### src/rtl/core/ppls_pkg.sv
// shared types, widths and register codes for the projected point light shader
package ppls_pkg;

	// texture scale of the projected light spot
	localparam int UV_SCALE = 4096;

	// divider geometry
	localparam int NUM_W   = 64;
	localparam int DEN_W   = 64;
	localparam int QUO_W   = 16;
	localparam int DIV_LAT = QUO_W + 1;

	// configuration register indexes
	typedef enum logic [2:0] {
		CFG_LIGHT_POS_X     = 3'd0,
		CFG_LIGHT_POS_Y     = 3'd1,
		CFG_LIGHT_POS_Z     = 3'd2,
		CFG_LIGHT_INTENSITY = 3'd3,
		CFG_LIGHT_RGB       = 3'd4,
		CFG_MESH_RGBA       = 3'd5
	} cfg_idx_t;

	// one vertex item
	typedef struct packed {
		logic signed [15:0] vert_x;
		logic signed [15:0] vert_y;
		logic signed [15:0] vert_z;
		logic signed [15:0] normal_x;
		logic signed [15:0] normal_y;
		logic signed [15:0] normal_z;
		logic signed [15:0] tangent_x;
		logic signed [15:0] tangent_y;
		logic signed [15:0] tangent_z;
		logic               last_vertex;
	} vtx_t;

	// one shaded result item
	typedef struct packed {
		logic signed [15:0] tex_u;
		logic signed [15:0] tex_v;
		logic        [7:0]  out_red;
		logic        [7:0]  out_green;
		logic        [7:0]  out_blue;
		logic        [7:0]  out_alpha;
		logic               out_last;
	} res_t;

	// per item flags that ride alongside the dividers
	typedef struct packed {
		logic pos;
		logic big;
		logic su;
		logic sv;
		logic last;
	} side_t;

endpackage

### src/rtl/core/ppls_div.sv
// pipelined restoring divider: 16 quotient bits with an overflow flag
module ppls_div (
	input  logic                           clk,
	input  logic                           en,
	input  logic [ppls_pkg::NUM_W-1:0]     num,
	input  logic [ppls_pkg::DEN_W-1:0]     den,
	output logic [ppls_pkg::QUO_W-1:0]     quo,
	output logic                           ovf
);

	localparam int QW = ppls_pkg::QUO_W;
	localparam int CW = ppls_pkg::DEN_W + ppls_pkg::QUO_W;

	logic [ppls_pkg::NUM_W-1:0] rem_q [0:QW];
	logic [ppls_pkg::DEN_W-1:0] den_q [0:QW];
	logic [QW-1:0]              quo_q [0:QW];
	logic                       ovf_q [0:QW];

	// first stage: quotient too large for the result width
	always_ff @(posedge clk) begin
		if (en) begin
			rem_q[0] <= num;
			den_q[0] <= den;
			quo_q[0] <= '0;
			ovf_q[0] <= CW'(num) >= {den, {QW{1'b0}}};
		end
	end

	// one quotient bit per stage, most significant first
	for (genvar k = 1; k <= QW; k++) begin : g_step
		logic [CW-1:0] sh;
		logic          ge;

		assign sh = CW'(den_q[k-1]) << (QW - k);
		assign ge = CW'(rem_q[k-1]) >= sh;

		always_ff @(posedge clk) begin
			if (en) begin
				rem_q[k] <= ge ? rem_q[k-1] - sh[ppls_pkg::NUM_W-1:0] : rem_q[k-1];
				den_q[k] <= den_q[k-1];
				quo_q[k] <= quo_q[k-1] | (QW'(ge) << (QW - k));
				ovf_q[k] <= ovf_q[k-1];
			end
		end
	end

	assign quo = quo_q[QW];
	assign ovf = ovf_q[QW];

endmodule

### config.mk
export PLATFORM = sky130hd
export DESIGN_NAME = ppls_div
export DESIGN_NICKNAME = d
export VERILOG_FILES = /design/src/rtl/core/ppls_pkg.sv /design/src/rtl/core/ppls_div.sv
export SDC_FILE = /design/constraint.sdc
export NUM_CORES = 2
export LEC_CHECK = 0
export BUFFER_PORTS_ARGS = -buffer_cell sky130_fd_sc_hd__buf_2
export CORE_ASPECT_RATIO = 0.8
export CORE_MARGIN = 4
export CORE_UTILIZATION = 60
export CTS_CLUSTER_DIAMETER = 60
export DETAILED_ROUTE_END_ITERATION = 10
export PLACE_DENSITY = 0.83
export SYNTH_ARGS = -nofsm -noshare
export SYNTH_HDL_FRONTEND = slang
export SYNTH_SLANG_ARGS = --single-unit
### constraint.sdc
create_clock -name clk -period 4.9 [get_ports clk]
set_input_delay 0.98 -clock clk [delete_from_list [all_inputs] [get_ports clk]]
set_output_delay 0.98 -clock clk [all_outputs]
set_load 0.03 [all_outputs]
# Word-level counts from Yosys, hierarchy flattened
# Memory sizes are Yosys's and may differ from the RTL's.
# Cells that the tools add are included.
# totals
ff_bits	0
ram_bits	2465
inputBits	130
output_inout_bits	17
elab_cells	71
n_memories	4
# memory_table
name	words	width	rd	rd_ports_with_merged_regs	write_ports	line	source
den_q	17	64	16	0	17	ppls_div.sv:15	logic [ppls_pkg::DEN_W-1:0] den_q [0:QW];
rem_q	17	64	16	0	17	ppls_div.sv:14	logic [ppls_pkg::NUM_W-1:0] rem_q [0:QW];
quo_q	17	16	17	0	17	ppls_div.sv:16	logic [QW-1:0] quo_q [0:QW];
ovf_q	17	1	17	0	17	ppls_div.sv:17	logic ovf_q [0:QW];
# classes
add_sub_neg	16
magnitude_cmp	17
mux	18
bitwise	16
# ops
cell	n
64-bit 2-to-1 mux	16
64-bit subtractor	16
64-bit by 80-bit >= comparator with 1-bit output	1
64-bit by 79-bit >= comparator with 1-bit output	1
64-bit by 78-bit >= comparator with 1-bit output	1
64-bit by 77-bit >= comparator with 1-bit output	1
64-bit by 76-bit >= comparator with 1-bit output	1
64-bit by 75-bit >= comparator with 1-bit output	1
64-bit by 74-bit >= comparator with 1-bit output	1
64-bit by 73-bit >= comparator with 1-bit output	1
64-bit by 72-bit >= comparator with 1-bit output	1
64-bit by 71-bit >= comparator with 1-bit output	1
64-bit by 70-bit >= comparator with 1-bit output	1
64-bit by 69-bit >= comparator with 1-bit output	1
64-bit by 68-bit >= comparator with 1-bit output	1
64-bit by 67-bit >= comparator with 1-bit output	1
64-bit by 66-bit >= comparator with 1-bit output	1
64-bit by 65-bit >= comparator with 1-bit output	1
64-bit >= comparator	1
16-bit by 1-bit OR with 16-bit output	1
16-bit by 10-bit OR with 16-bit output	1
16-bit by 11-bit OR with 16-bit output	1
16-bit by 12-bit OR with 16-bit output	1
16-bit by 13-bit OR with 16-bit output	1
12 further kinds	13

# Longest topological paths before layout
# An unclocked memory read counts as a cell.
# logic_depth
word_depth	3
mapped_depth	19

# Worst setup path after synthesis
# OpenSTA, ideal clock, no wires.
# synth_timing
path_kind	register -> register
start	memory rem_q[0][267] in the netlist's numbering
end	memory rem_q[0][378] in the netlist's numbering (data pin)
setup_ps	260
t_arrival_ps	3862
required_time_ps	4640
path_slack_ps	779
path_stages_with_launch	19
path_buffers	2
period_less_slack_ps	4121
cell_sequence	edfxtp_1 -> inv_1 -> ha_1 -> inv_1 -> fa_1 -> a211o_1 -> a2111oi_2 -> nor3_1 -> o21ai_1 -> nand2_1 -> a21o_1 -> a311oi_4 -> o21ai_2 -> a221oi_2 -> and2b_1 -> or3_1 -> buf_4 -> buf_6 -> mux2_2
# synth_rtl
element	line
from (decl)	ppls_div.sv:14

==> results.sh <==
export IMPL_die_h_microns=422
export IMPL_syn_area_sq_mm=0.128
export IMPL_wl_per_cell_microns=20.9
export IMPL_fillerInstances=15440
export IMPL_cp_arrival_ps=5350
export IMPL_clk_root_buffer_cell="clkbuf_16"
export IMPL_p_leak_uw=0.0594
export IMPL_period_share_pct=97.0
export IMPL_rsz0062_at_grt="false"
export IMPL_synth_compound_area_share_pct=15.6
export IMPL_cts_tree="done"
export IMPL_cts_sinks=2201
export IMPL_drive_gt1_share_pct=10.2
export IMPL_avgViaCountPerCell=6.02
export IMPL_drt_wl_total_microns=314000
export IMPL_relSlewSlack_pct=19.6
export IMPL_start_util_pct=60.5
export IMPL_dr_total_vias=90485
export IMPL_syn_inst=11717
export IMPL_clk_pin_slew_ps=60
export IMPL_cts_buffers=227
export IMPL_endpoint_kind="flop"
export IMPL_antenna_found_initial=4
export IMPL_grt_overflow=0
export IMPL_required_ps=5490
export IMPL_final_max_slew_viol_count=0
export IMPL_yosysMostFrequentCell="edfxtp_1"
export IMPL_ys_flop_type="edfxtp_1"
export IMPL_cp_max_fo=7
export IMPL_synth_fp_nets=12814
export IMPL_coreArea_sq_mm=0.212
export IMPL_synth_top_area_share_pct=51.5
export IMPL_hpwl_microns=240000
export IMPL_grt_max_degree=141
export IMPL_maxCapViolCount=0
export IMPL_cp_cell_sequence="inv_2 -> ha_2 -> inv_1 -> fa_2 -> a211o_1 -> a2111oi_4 -> nor3_2 -> o21ai_1 -> buf_4 -> nand2_1 -> a21o_1 -> a311oi_4 -> buf_6 -> o21ai_2 -> a221oi_2 -> and2b_1 -> or3_4 -> buf_6 -> buf_12 -> mux2_2"
export IMPL_synth_area_top_cells="edfxtp_1 (52%), ha_1 (9.3%), a21oi_1 (3.8%)"
export IMPL_path_common_cell="buf_6"
export IMPL_critPathLaunchType="flop"
export IMPL_fin_tns_setup_ps=0
export IMPL_gp_congestion=1.07
export IMPL_period_minus_slack_ps=4760
export IMPL_ys_types=106
export IMPL_synthArstFlopShare_pct=0
export IMPL_nets=13103
export IMPL_die_w_microns=525
export IMPL_synthMuxAreaShare_pct=3.53
export IMPL_multi_input_area_sq_mm=0.0562
export IMPL_yosysWarnings=0
export IMPL_ant_nets=0
export IMPL_grt_pass1_vias=91470
export IMPL_hold_violations=0
export IMPL_fin_skew_ps=62.3
export IMPL_firstDrtPassIters=8
export IMPL_cpPeakStageDelay_ps=430
export IMPL_synth_fa_ha_area_share_pct=9.52
export IMPL_die_area_sq_mm=0.221
export IMPL_ios=147
export IMPL_grt_total_usage_pct=27.7
export IMPL_h_tree_depth=4
export IMPL_cp_num_buf_inv=6
export IMPL_syn_avg_cell_area_sq_um=10.9
export IMPL_io_buffers=146
export IMPL_drc_errors=0
export IMPL_grt_pass1_wl_microns=492000
export IMPL_synth_edf_count=2201
export IMPL_synth_xor_area_share_pct=5.28
export IMPL_hp_class="primary input to flop"
export IMPL_synth_simple_gate_area_share_pct=9.74
export IMPL_critPathTopFamily="compound AO/OA/AOI/OAI gates"
export IMPL_seqCellArea_sq_mm=0.0661
export IMPL_syn2layout_area_growth_pct=10.2
export IMPL_power_uw=49400
export IMPL_yosysSeqAreaShare_pct=51.5
export IMPL_synth_common_cells="edfxtp_1 (2201), inv_1 (1170), nand2_1 (1020), a21oi_1 (965), ha_1 (952)"
export IMPL_rows=151
export IMPL_synth_seq_cells=2201
export IMPL_synth_top_family_by_area="compound AO/OA/AOI/OAI gates"
export IMPL_drtIter0Drc=7067
export IMPL_cts_hold_buf=0
export IMPL_tightestPinTransition_ps=1210
export IMPL_setup_viol=0
export IMPL_status="complete, no violations"
export IMPL_crit_slowest_cell="a2111oi_4"
export IMPL_synth_top_area_cell="edfxtp_1"
export IMPL_max_clock_freq_mhz=210
export IMPL_pwr_density_cell_mw_per_mm2=349
export IMPL_worstSkewPairLatency_ps=900
export IMPL_peakVddDrop_mv=0.398
export IMPL_clock_path_buffers=4
export IMPL_critPathKind="flop to flop"
state kept, by name, summed over array words and instances, names as in the netlist:
signal / cells
ovf_q: 17
den_q: 1024
rem_q: 1024
quo_q: 136
area by class of cell:
| cell class | count | share of cell area [%] |
|---|---|---|
| sequential | 2201 | 46.8 |
| multi-input combinational | 7949 | 39.8 |
| clock buffer | 261 | 4.15 |
| inverter | 1171 | 3.11 |
| timing repair buffer | 456 | 2.61 |
| tap | 2830 | 2.50 |
| clock inverter | 151 | 1.08 |
| antenna | 5 | 0.00885 |
layer usage:
layer / global-route usage [%] / up-vias / routed length (microns)
met5: 0 / - / 0
met4: 17.6 / 0 / 23300
met3: 2.71 / 893 / 14300
met2: 49.3 / 3361 / 155000
met1: 32.2 / 42631 / 121000
li1: - / 43600 / -
final timing paths:
kind | startpoint | end | slack, ps | depth (start not counted)
setup / recovery | rem_q[0][267] | rem_q[0][368] | 140 | 20
hold / removal | den[20] | den_q[0][20] | 270 | 1
setup reg to reg | rem_q[0][267] | rem_q[0][368] | 140 | 20
hold reg to reg | quo_q[0][218] | quo_q[0][234] | 400 | 0
layout by cell type (no fill, tap or decap), types with 341 or more instances in the layout:
cell type and n:
nand2_1 1020, xor2_1 341, inv_1 1169, nor2_1 473
xnor2_1 432, a21o_1 516, a21oi_1 965, o21ai_0 833
ha_1 951, edfxtp_1 2201
timing repair:
item / 4_1_cts / 5_1_grt
gates resized for setup: 0 / 15
endpoints found under the setup margin: 0 / 97
buffers inserted: 0 / 4
through the flow:
stage          utilization (%)  setup slack [ps]  hold WS (ps)  cell area (sq um)  instances
5_1_grt                   66.6              4.58           225             141000      15022
2_1_floorplan                -               779           400             128000      11717
3_3_place_gp              63.0               178           400             134000      14599
6_report                  66.6               145           268             141000      15024
4_1_cts                   66.5              79.4           193             141000      15011
3_5_place_dp              63.0              99.3           405             134000      14599
logic make-up after synthesis:
family,after synthesis
AOI/OAI and AO/OA,3211
and+or+nand+nor,2613
DFF,2201
buffers and inverters,1567
adders and majority gates,967
xor gates and xnor gates,773
muxes,385
where the power goes:
part | internal (uW) | switching [uW] | total, uW | leakage (uW)
combinational | 3760 | 5520 | 9280 | 0.0342
sequential | 22100 | 739 | 22900 | 0.0216
clock | 9950 | 7240 | 17200 | 0.00358
Power figures use the tool's default switching activity.
